[src/hdl/okvt_pkg.sv]
// ---------------------------------------------------------------------------
// okvt_pkg: shared types and constants for the ordered key/value table
// Item layouts, operation and status codes, and the cell link structs.
// ---------------------------------------------------------------------------
package okvt_pkg;

   localparam int DEPTH      = 16;
   localparam int KEY_BITS   = 32;
   localparam int VALUE_BITS = 32;
   localparam int CNT_BITS   = $clog2(DEPTH + 1);

   // operation codes
   typedef enum logic [1:0] {
      OP_INSERT = 2'd0,
      OP_POP    = 2'd1,
      OP_REMOVE = 2'd2,
      OP_FIND   = 2'd3
   } op_type;

   // result status codes
   typedef enum logic [3:0] {
      ST_INSERTED     = 4'd0,
      ST_DUP          = 4'd1,
      ST_FULL         = 4'd2,
      ST_POPPED       = 4'd3,
      ST_EMPTY        = 4'd4,
      ST_REMOVED      = 4'd5,
      ST_KEY_ABSENT   = 4'd6,
      ST_FOUND        = 4'd7,
      ST_VALUE_ABSENT = 4'd8
   } status_type;

   // input item
   typedef struct packed {
      op_type                  op;
      logic [KEY_BITS-1:0]     key;
      logic [VALUE_BITS-1:0]   value;
   } req_type;

   // result item
   typedef struct packed {
      status_type              status;
      logic [KEY_BITS-1:0]     key_out;
      logic [CNT_BITS-1:0]     count;
   } rsp_type;

   // per-cell write controls, shared by the whole row
   typedef struct packed {
      logic ins_en;
      logic rem_en;
   } ctrl_type;

   // match status handed from cell to cell, oldest to newest
   typedef struct packed {
      logic key_seen;
      logic val_seen;
   } link_type;

endpackage

[src/hdl/okvt_cell.sv]
// ---------------------------------------------------------------------------
// okvt_cell: one entry of the ordered key/value table
// Holds a key/value pair, compares it with the item, passes match status
// to the next newer cell and takes its neighbor's pair on a remove.
// ---------------------------------------------------------------------------
module okvt_cell (
   input  logic                              clock,
   input  okvt_pkg::ctrl_type                ctrl,
   input  logic                              occupied,
   input  logic                              is_tail,
   input  logic [okvt_pkg::KEY_BITS-1:0]     req_key,
   input  logic [okvt_pkg::VALUE_BITS-1:0]   req_value,
   input  logic [okvt_pkg::KEY_BITS-1:0]     nbr_key,
   input  logic [okvt_pkg::VALUE_BITS-1:0]   nbr_value,
   input  okvt_pkg::link_type                link_in,
   output okvt_pkg::link_type                link_out,
   output logic                              val_first,
   output logic [okvt_pkg::KEY_BITS-1:0]     key_q,
   output logic [okvt_pkg::VALUE_BITS-1:0]   value_q
);

   logic [okvt_pkg::KEY_BITS-1:0]   key_ff,   key_in;
   logic [okvt_pkg::VALUE_BITS-1:0] value_ff, value_in;
   logic                            key_hit;
   logic                            val_hit;

   // compare against the item
   assign key_hit = occupied && (key_ff == req_key);
   assign val_hit = occupied && (value_ff == req_value);

   assign link_out.key_seen = link_in.key_seen | key_hit;
   assign link_out.val_seen = link_in.val_seen | val_hit;
   assign val_first         = val_hit & ~link_in.val_seen;

   // append at the tail, or close the gap left by a removed older entry
   always_comb begin
      key_in   = key_ff;
      value_in = value_ff;
      if (ctrl.ins_en && is_tail) begin
         key_in   = req_key;
         value_in = req_value;
      end else if (ctrl.rem_en && link_out.key_seen) begin
         key_in   = nbr_key;
         value_in = nbr_value;
      end
   end

   always_ff @(posedge clock) begin
      key_ff   <= key_in;
      value_ff <= value_in;
   end

   assign key_q   = key_ff;
   assign value_q = value_ff;

endmodule

[src/hdl/ordered_key_value_table_top.sv]
// ---------------------------------------------------------------------------
// ordered_key_value_table_top: insertion-ordered key/value table
// Row of storage cells with compare-in-place; one operation per item.
// ---------------------------------------------------------------------------
// Usage:
//   Drive req_item and raise start; the item is taken on any clock edge
//   with start high and busy low. busy stays low, so a new item may be
//   given every cycle.
//   Each item gives one result on rsp_item, shown for one cycle with
//   rsp_strobe high, in the cycle after the item is taken (one item per
//   cycle). All cells compare in parallel and the match status ripples
//   along the row within the cycle in which the item is taken.
//   Insert appends at the tail, pop drops the newest entry, remove shifts
//   every newer entry down one cell in the same cycle, find returns the
//   key of the oldest entry holding the value.
//   Reset (synchronous, active high) empties the table; stored pairs are
//   not cleared, only the entry count. The receiver cannot stall: a result
//   not taken in its cycle is gone.
// ---------------------------------------------------------------------------
module ordered_key_value_table_top (
   input  logic               clock,
   input  logic               reset,
   input  logic               start,
   output logic               busy,
   input  okvt_pkg::req_type  req_item,
   output logic               rsp_strobe,
   output okvt_pkg::rsp_type  rsp_item
);

   localparam int D = okvt_pkg::DEPTH;

   logic [okvt_pkg::CNT_BITS-1:0]   count_ff, count_in;
   logic                            rsp_strobe_ff;
   okvt_pkg::rsp_type               rsp_item_ff, rsp_item_in;
   okvt_pkg::ctrl_type              ctrl;
   logic                            accept;

   okvt_pkg::link_type              link [0:D];
   logic [D-1:0]                    val_first;
   logic [okvt_pkg::KEY_BITS-1:0]   cell_key   [0:D-1];
   logic [okvt_pkg::VALUE_BITS-1:0] cell_value [0:D-1];
   logic [okvt_pkg::KEY_BITS-1:0]   found_key;
   logic                            full;
   logic                            empty;

   assign busy   = 1'b0;
   assign accept = start & ~busy;

   assign link[0] = '{key_seen: 1'b0, val_seen: 1'b0};

   // the row of cells, oldest entry in cell 0
   for (genvar i = 0; i < D; i++) begin : g_cell
      localparam int NB = (i + 1 < D) ? i + 1 : i;
      okvt_cell u_cell (
         .clock     (clock),
         .ctrl      (ctrl),
         .occupied  (okvt_pkg::CNT_BITS'(i) < count_ff),
         .is_tail   (okvt_pkg::CNT_BITS'(i) == count_ff),
         .req_key   (req_item.key),
         .req_value (req_item.value),
         .nbr_key   (cell_key[NB]),
         .nbr_value (cell_value[NB]),
         .link_in   (link[i]),
         .link_out  (link[i+1]),
         .val_first (val_first[i]),
         .key_q     (cell_key[i]),
         .value_q   (cell_value[i])
      );
   end

   // key of the oldest value match (one-hot select)
   always_comb begin
      found_key = '0;
      for (int i = 0; i < D; i++) begin
         found_key = found_key | (cell_key[i] & {okvt_pkg::KEY_BITS{val_first[i]}});
      end
   end

   assign full  = (count_ff == okvt_pkg::CNT_BITS'(D));
   assign empty = (count_ff == '0);

   // decode the operation
   always_comb begin
      ctrl                = '{ins_en: 1'b0, rem_en: 1'b0};
      count_in            = count_ff;
      rsp_item_in.key_out = '0;
      rsp_item_in.status  = okvt_pkg::ST_INSERTED;
      case (req_item.op)
         okvt_pkg::OP_INSERT: begin
            if (link[D].key_seen) begin
               rsp_item_in.status = okvt_pkg::ST_DUP;
            end else if (full) begin
               rsp_item_in.status = okvt_pkg::ST_FULL;
            end else begin
               ctrl.ins_en        = accept;
               count_in           = count_ff + 1'b1;
               rsp_item_in.status = okvt_pkg::ST_INSERTED;
            end
         end
         okvt_pkg::OP_POP: begin
            if (empty) begin
               rsp_item_in.status = okvt_pkg::ST_EMPTY;
            end else begin
               count_in           = count_ff - 1'b1;
               rsp_item_in.status = okvt_pkg::ST_POPPED;
            end
         end
         okvt_pkg::OP_REMOVE: begin
            if (link[D].key_seen) begin
               ctrl.rem_en        = accept;
               count_in           = count_ff - 1'b1;
               rsp_item_in.status = okvt_pkg::ST_REMOVED;
            end else begin
               rsp_item_in.status = okvt_pkg::ST_KEY_ABSENT;
            end
         end
         okvt_pkg::OP_FIND: begin
            if (link[D].val_seen) begin
               rsp_item_in.key_out = found_key;
               rsp_item_in.status  = okvt_pkg::ST_FOUND;
            end else begin
               rsp_item_in.status  = okvt_pkg::ST_VALUE_ABSENT;
            end
         end
         default: begin
            rsp_item_in.status = okvt_pkg::ST_VALUE_ABSENT;
         end
      endcase
      rsp_item_in.count = count_in;
   end

   // count and result registers
   always_ff @(posedge clock) begin
      if (reset) begin
         count_ff      <= '0;
         rsp_strobe_ff <= 1'b0;
      end else begin
         rsp_strobe_ff <= accept;
         if (accept) begin
            count_ff <= count_in;
         end
      end
   end

   always_ff @(posedge clock) begin
      if (accept) begin
         rsp_item_ff <= rsp_item_in;
      end
   end

   assign rsp_strobe = rsp_strobe_ff;
   assign rsp_item   = rsp_item_ff;

endmodule
[config.mk]
export PLATFORM = sky130hd
export DESIGN_NAME = ordered_key_value_table_top
export DESIGN_NICKNAME = d
export VERILOG_FILES = /design/src/hdl/okvt_pkg.sv /design/src/hdl/okvt_cell.sv /design/src/hdl/ordered_key_value_table_top.sv
export SDC_FILE = /design/constraint.sdc
export NUM_CORES = 2
export LEC_CHECK = 0
export BUFFER_PORTS_ARGS = -buffer_cell sky130_fd_sc_hd__buf_2
export CAP_MARGIN = 15
export CORE_MARGIN = 5
export CORE_UTILIZATION = 40
export CTS_BUF_LIST = sky130_fd_sc_hd__clkbuf_8
export CTS_CLUSTER_SIZE = 25
export DETAILED_ROUTE_END_ITERATION = 10
export HOLD_SLACK_MARGIN = 0.15
export PLACE_DENSITY = 0.57
export SLEW_MARGIN = 20
export SYNTH_ARGS = -nofsm -noshare
export SYNTH_HDL_FRONTEND = slang
export SYNTH_HIERARCHICAL = 1
export SYNTH_SLANG_ARGS = --single-unit
[constraint.sdc]
create_clock -name clock -period 7.3 [get_ports clock]
set_clock_uncertainty 0.1 [all_clocks]
set_input_delay 0.365 -clock clock [delete_from_list [all_inputs] [get_ports clock]]
set_output_delay 0.365 -clock clock [all_outputs]
set_load 0.005 [all_outputs]
======== Word-level counts from Yosys, hierarchy flattened ========
Index checks and enable logic that the tools add are counted.
word-level totals
  bits of input ports ..................... 69
  flip-flop bits (word level) ............. 1,071
cells by class
  bitwise gates (word level) .............. 91
  reduce and logical (&&, ||, !) cells .... 81
  mux-type cells .......................... 76
  add/subtract/negate cells ............... 2
  $lt $le $gt $ge ......................... 16
  eq/ne operators ......................... 51
operator list
  cell                   number
  $mux W32               60
  $eq A32 B32 Y1         32
  $and A32 B32 Y32       16
  $or A32 B32 Y32        15
  $logic_and A1 B1 Y1    63
  $eq A4 B5 Y1 const A   8
  $lt A4 B5 Y1 const A   8
  $or A1 B1 Y1           30
  $reduce_bool A2 Y1     15
  $eq A3 B5 Y1 const A   4
  $lt A3 B5 Y1 const A   4
  $mux W5                4
  $pmux W4 S4            1
  $and A1 B1 Y1          15
  $not A1 Y1             15
  $pmux W5 S3            1
  $eq A2 B5 Y1 const A   2
  $lt A1 B5 Y1 const A   2
  $lt A2 B5 Y1 const A   2
  $mux W2                3
  $add A5 B1 Y5 const B  1
  $eq A1 B5 Y1 const A   1
  $eq A5 B5 Y1 const B   1
  $logic_not A5 Y1       1
  other kinds (8)        13

======== Depth between registers and ports, before layout ========
  depth after elaboration ................. 22
  mapped depth ............................ 28
  gate-level depth less buffers ........... 25

======== By module ========
Netlist, hierarchy kept.
by module, submodules not included
  module                       instances  cells each  seq. area each (sq um)  area each (sq um)
  okvt_cell                    16         230         1,921.8                 3,419.5
  ordered_key_value_table_top  1          558         1,351.3                 4,979.8

======== Worst setup path before layout ========
OpenSTA, ideal clock, no wires.
  kind .................................... flip-flop to flip-flop
  from .................................... register count_ff[3] (netlist name)
  to ...................................... register g_cell[0].u_cell.key_ff, in the netlist g_cell[0].u_cell/key_q[0] (enable)
  stages on the path, launching flop included .. 29
  data arrival time ....................... 6.172 ns
  slack ................................... 0.589 ns
  clock period less this slack ............ 6.711 ns
  path through ............................ dfxtp_1 buf_6 nor3_1 nand2_1 nand2_1 nor4_1 nand4_1 nand2b_1 nand2b_1 nand2b_1 nand2b_1 nand2b_1 nand2b_1 nand2b_1 nand2b_1 nand2b_1 nand2b_1 nand2b_1 nand2b_1 nand2b_1 nand2b_1 nand2b_1 nand2b_1 buf_2 nor4bb_1 nand2_1 buf_2 buf_2 o211ai_2
RTL lines
  what                    RTL line                            RTL
  start, declared         ordered_key_value_table_top.sv:32   logic [okvt_pkg::CNT_BITS-1:0] count_ff, count_in;
  start signal, assigned  ordered_key_value_table_top.sv:140  count_ff <= count_in;
  end signal, assigned    okvt_cell.sv:49                     key_ff <= key_in;
  end, declared           okvt_cell.sv:22                     logic [okvt_pkg::KEY_BITS-1:0] key_ff, key_in;

==> results.txt <==
At the later pin of the worst-skew pair, clock insertion delay measures 0.94 ns. TritonCTS built the clock tree. The critical setup path kind is flop to flop. After the last flow step, the layout net total stands at 4733. The XOR/XNOR share of the synthesized area came out at 0.151.

The post-synthesis compound-gate area fraction was 0.0468; the number of storage elements in the synthesis netlist was 1071. After clock tree synthesis, the clock-pin slew on the worst setup and hold paths is 0.06 ns. Counting every sink on the clock net gives 1071. The cell internal power dissipation is 9.68 mW. The critical path startpoint category was a flop. The count of unique library cells instantiated by Yosys was 55.

The switching share of power was 0.259. The kind of end point of the critical path was a flop. The synthesized design contains 1065 enable-type register cells. Pin placement for this block handled 112 I/O pins. By area, the combinational part of the netlist is dominated by multiplexers. The via-per-instance ratio is 5.85, and the number of synthesis warnings is 6. After synthesis the cells add up to 0.0597 mm^2. The simple-gate portion of the synthesized area came out at 0.0546. The run finished with clean final reports. For the total count of hold-check failures in the final report, the log shows 0. The worst hold path endpoint is g_cell[1].u_cell/value_q[25]. The run gives 0 as the global route total overflow. The cell chosen for the clock root was sky130_fd_sc_hd__clkbuf_8. The clock network fraction of design power came out at 0.394.

Setup violations remaining at the end of the flow were counted as 0. The tools report the count of maximum capacitance violations as 0. The startpoint identified for the worst register-to-register timing path is count_ff[3]. The peak supply drop is 0.139 mV.

The final antenna-violating net count is 0, and the first-pass iteration count of the detailed router is 6. met2 is the most crowded layer. Each instance of the synthesized netlist takes up on average 14.1 um^2. The sequential-to-total area share from yosys stat was 0.538. The top cell types in the final layout, fill and taps aside, are sky130_fd_sc_hd__edfxtp_1 (1065), sky130_fd_sc_hd__mux2_2 (1026), sky130_fd_sc_hd__xnor2_1 (771). The remaining max-slew budget at the tightest pin is 0.138, and the post-synthesis instance total is 4238. In this run the critical register-to-register path is captured at count_ff[4].

The required arrival time at the worst endpoint came out at 8.06 ns. The tools report the net load switching power as 3.39 mW. The logs give 0.28 ns for the setup slack on the worst flop-to-flop path and 0.526 for the sequential group share of total power.

The die is 396 um wide. The routed wirelength normalized by instance count is 29.9 um, and the placeable core region is 0.148 mm^2. Derived from the worst setup path, the maximum achievable clock frequency is 142 MHz.

The worst hold path was traced through 3 stages. The share of synthesized cell area in full adder, half adder and majority cells works out to 0.00105. The mux share of post-synthesis cell area came out at 0.194.

The routed via count is 39400, and the worst-path maximum fanout is 13. After detailed placement, the design holds a cell count of 6322. The path class of the lowest-slack min-delay path is input port to flop. The share of flip-flops with an asynchronous set or reset is 0, and the met3 routing resource usage after global routing is 0.0518.

No sink is reached through more buffers than the 3 on the longest clock path. For the worst setup path, the data arrival time is 7.78 ns. The fraction of final layout cells sized beyond drive strength 1 is 0.343, and the number of cell rows is 141. The starting density of the core was 0.403; the die height was 396 um. The via count of the first global-routing pass came out at 39400.

For the pin with the worst max-slew slack, the measured transition is 1.28 ns. The total power per unit cell area came out at 190 mW/mm^2. Setup repair after global routing left no endpoint under its margin. At the end of routability-driven placement, the weighted congestion stood at 0.929.

The number of buffers created by CTS was 190. From synthesis to final layout, the design area changed by 15.0%. The first global-routing pass estimated 287000 um of wire. The number of remaining DRC errors is 0, and the length in cells of the worst reg-to-reg path is 20. The run gives 0.249 as the total track usage. The share of the cycle needed by the critical path after routing is 0.962. Once detailed placement completed, the half-perimeter wirelength came to 136000 um. Excluding fillers, the count of instances in the completed layout stands at 6738. The post-route setup TNS was 0 ns. The library cell used most frequently in the layout, excluding fill and tap cells, is sky130_fd_sc_hd__edfxtp_1.

In this run, the number of DRC markers left after iteration 0 of detailed routing was 4295. The met1 demand-to-capacity share in global routing is 0.342. The startpoint identified for the worst hold timing path is req_item[25].

Standby leakage power: 22.4 nW. Primary flip-flop cell chosen by synthesis mapping: sky130_fd_sc_hd__edfxtp_1. The largest net degree at the start of global routing was 48; the met2 usage was 0.390. The count of input and output buffers is 110, and the number of H-tree branching levels is 4. Fill cells in the final layout number 13200.

Subtracting the final worst setup slack from the clock period gives 7.02 ns. Summed over all layers, the routed wires come to 201000 um. The combinational power share came out at 0.080. The initial antenna violation count came out at 9. The final count of pins violating max slew was 0.

The run gives 0.157 mm^2 as the die footprint.
Yosys cell counts, drive strengths merged (2+ instances only):
master / instances / area share
nor3b: 4 / 0.00050
a22o: 97 / 0.014
nand2: 85 / 0.0053
xor2: 256 / 0.038
o211ai: 16 / 0.0034
nand3: 36 / 0.0030
a21oi: 9 / 0.00075
nand4: 192 / 0.020
mux2: 1026 / 0.19
xnor2: 771 / 0.11
o21ai: 11 / 0.00092
a221oi: 97 / 0.014
nor4bb: 2 / 0.00044
a22oi: 65 / 0.0082
or2b: 16 / 0.0020
inv: 25 / 0.0016
ha: 5 / 0.0010
clkbuf: 47 / 0.0030
dfxtp: 6 / 0.0020
nor2: 28 / 0.0018
nor4: 97 / 0.010
and2: 3 / 0.00031
a311oi: 2 / 0.00029
nand2b: 19 / 0.0020
a31oi: 33 / 0.0035
buf: 128 / 0.011
nor4b: 2 / 0.00065
edfxtp: 1065 / 0.54
o31ai: 2 / 0.00025
and3: 37 / 0.0039
nor3: 38 / 0.0032
or2: 2 / 0.00021
cell type report:
class / count / area [um^2] / share of cell area
diodes: 3 / 7.51 / 0.000109
clock buffers: 191 / 2630 / 0.0383
clock inverters: 147 / 701 / 0.0102
inverters: 26 / 97.6 / 0.00142
multi-input cells: 2970 / 27100 / 0.396
flip-flops and latches: 1071 / 32100 / 0.468
well taps: 1930 / 2410 / 0.0352
repair buffers: 400 / 3530 / 0.0514
logic make-up (layout without fill, tap and decap cells):
group | count (synthesis) | after routing
flops | 1071 | 1071
xor+xnor | 1027 | 1027
mux | 1026 | 1026
simple gates | 568 | 568
compound gates | 339 | 339
buf+inv | 201 | 764
fa+ha+maj | 5 | 5
other cells | 1 | 8
through the flow:
| step | setup slack (ns) | area, um^2 | hold slack [ns] | util | power [mW] |
|---|---|---|---|---|---|
| after global placement | 0.168 | 64500 | 0.480 | 0.436 | 8.00 |
| after detailed placement | 0.459 | 64500 | 0.483 | 0.436 | 8.01 |
| after floorplan | 0.589 | 59700 | 0.377 | - | 7.46 |
| final | 0.276 | 68600 | 0.317 | 0.464 | 13.1 |
| after CTS | 0.114 | 68600 | 0.201 | 0.463 | 13.2 |
| after global routing | 0.00472 | 68600 | 0.281 | 0.464 | 13.6 |
worst max-delay path by stage:
stage          depth (start not counted)                           end                  startpoint  slack [ns]
4_1_cts                               28                   count_ff[4]  g_cell[0].u_cell/key_q[11]        0.11
3_3_place_gp                          26  g_cell[9].u_cell/value_q[11]                req_item[43]        0.17
3_5_place_dp                          25                  rsp_item[16]                 count_ff[4]        0.46
2_1_floorplan                         28     g_cell[0].u_cell/key_q[0]                 count_ff[3]        0.59
6_report                              20                   count_ff[4]                 count_ff[3]        0.28
5_1_grt                               28                   count_ff[4]  g_cell[0].u_cell/key_q[26]       0.005
flip-flops by register name (all words and copies together) (netlist names):
signal / cells
g_cell.u_cell/value_q: 512
rsp_item: 41
count_ff: 5
rsp_strobe: 1
g_cell.u_cell/key_q: 512
power groups by stage:
stage | clock (mW) | combinational, mW | sequential, mW
floorplan | 0 | 0.490 | 6.97
global placement | 0 | 1.00 | 7.00
detailed placement | 0 | 1.01 | 7.00
CTS | 5.28 | 1.05 | 6.87
global route | 5.56 | 1.12 | 6.88
finish | 5.14 | 1.05 | 6.88
worst max-delay path, cell delays in order (launching register included):
cell and delay [ns]:
sky130_fd_sc_hd__dfxtp_1 0.33, sky130_fd_sc_hd__buf_4 0.22, sky130_fd_sc_hd__inv_1 0.17, sky130_fd_sc_hd__o21ai_0 0.89, sky130_fd_sc_hd__nand2_1 0.36, sky130_fd_sc_hd__nor4_1 0.86, sky130_fd_sc_hd__nand4_1 0.42, sky130_fd_sc_hd__nand2b_1 0.21
sky130_fd_sc_hd__nand2b_1 0.14, sky130_fd_sc_hd__nand2b_1 0.14, sky130_fd_sc_hd__nand2b_1 0.14, sky130_fd_sc_hd__nand2b_1 0.15, sky130_fd_sc_hd__nand2b_1 0.24, sky130_fd_sc_hd__buf_4 0.22, sky130_fd_sc_hd__and4b_1 0.20, sky130_fd_sc_hd__o21ai_0 0.13
sky130_fd_sc_hd__dlygate4sd3_1 0.56, sky130_fd_sc_hd__a21oi_1 0.06, sky130_fd_sc_hd__dlygate4sd3_1 0.58, sky130_fd_sc_hd__a311oi_1 0.26, sky130_fd_sc_hd__dlygate4sd3_1 0.57
metal layers:
metal	share of wire	vias to the layer above
met4	0.040	4
met2	0.45	1804
met1	0.43	19900
met3	0.083	430
met5	0.00013	-
li1	-	17200
repair_timing:
action / in CTS / in global routing
endpoints found under the setup margin: 0 / 1
gates resized for setup: 0 / 3
hold buffers: 74 / 0
buffers inserted: 0 / 1
endpoints found under the hold margin: 733 / 0
Note: power is estimated with default switching activity, not from simulation.
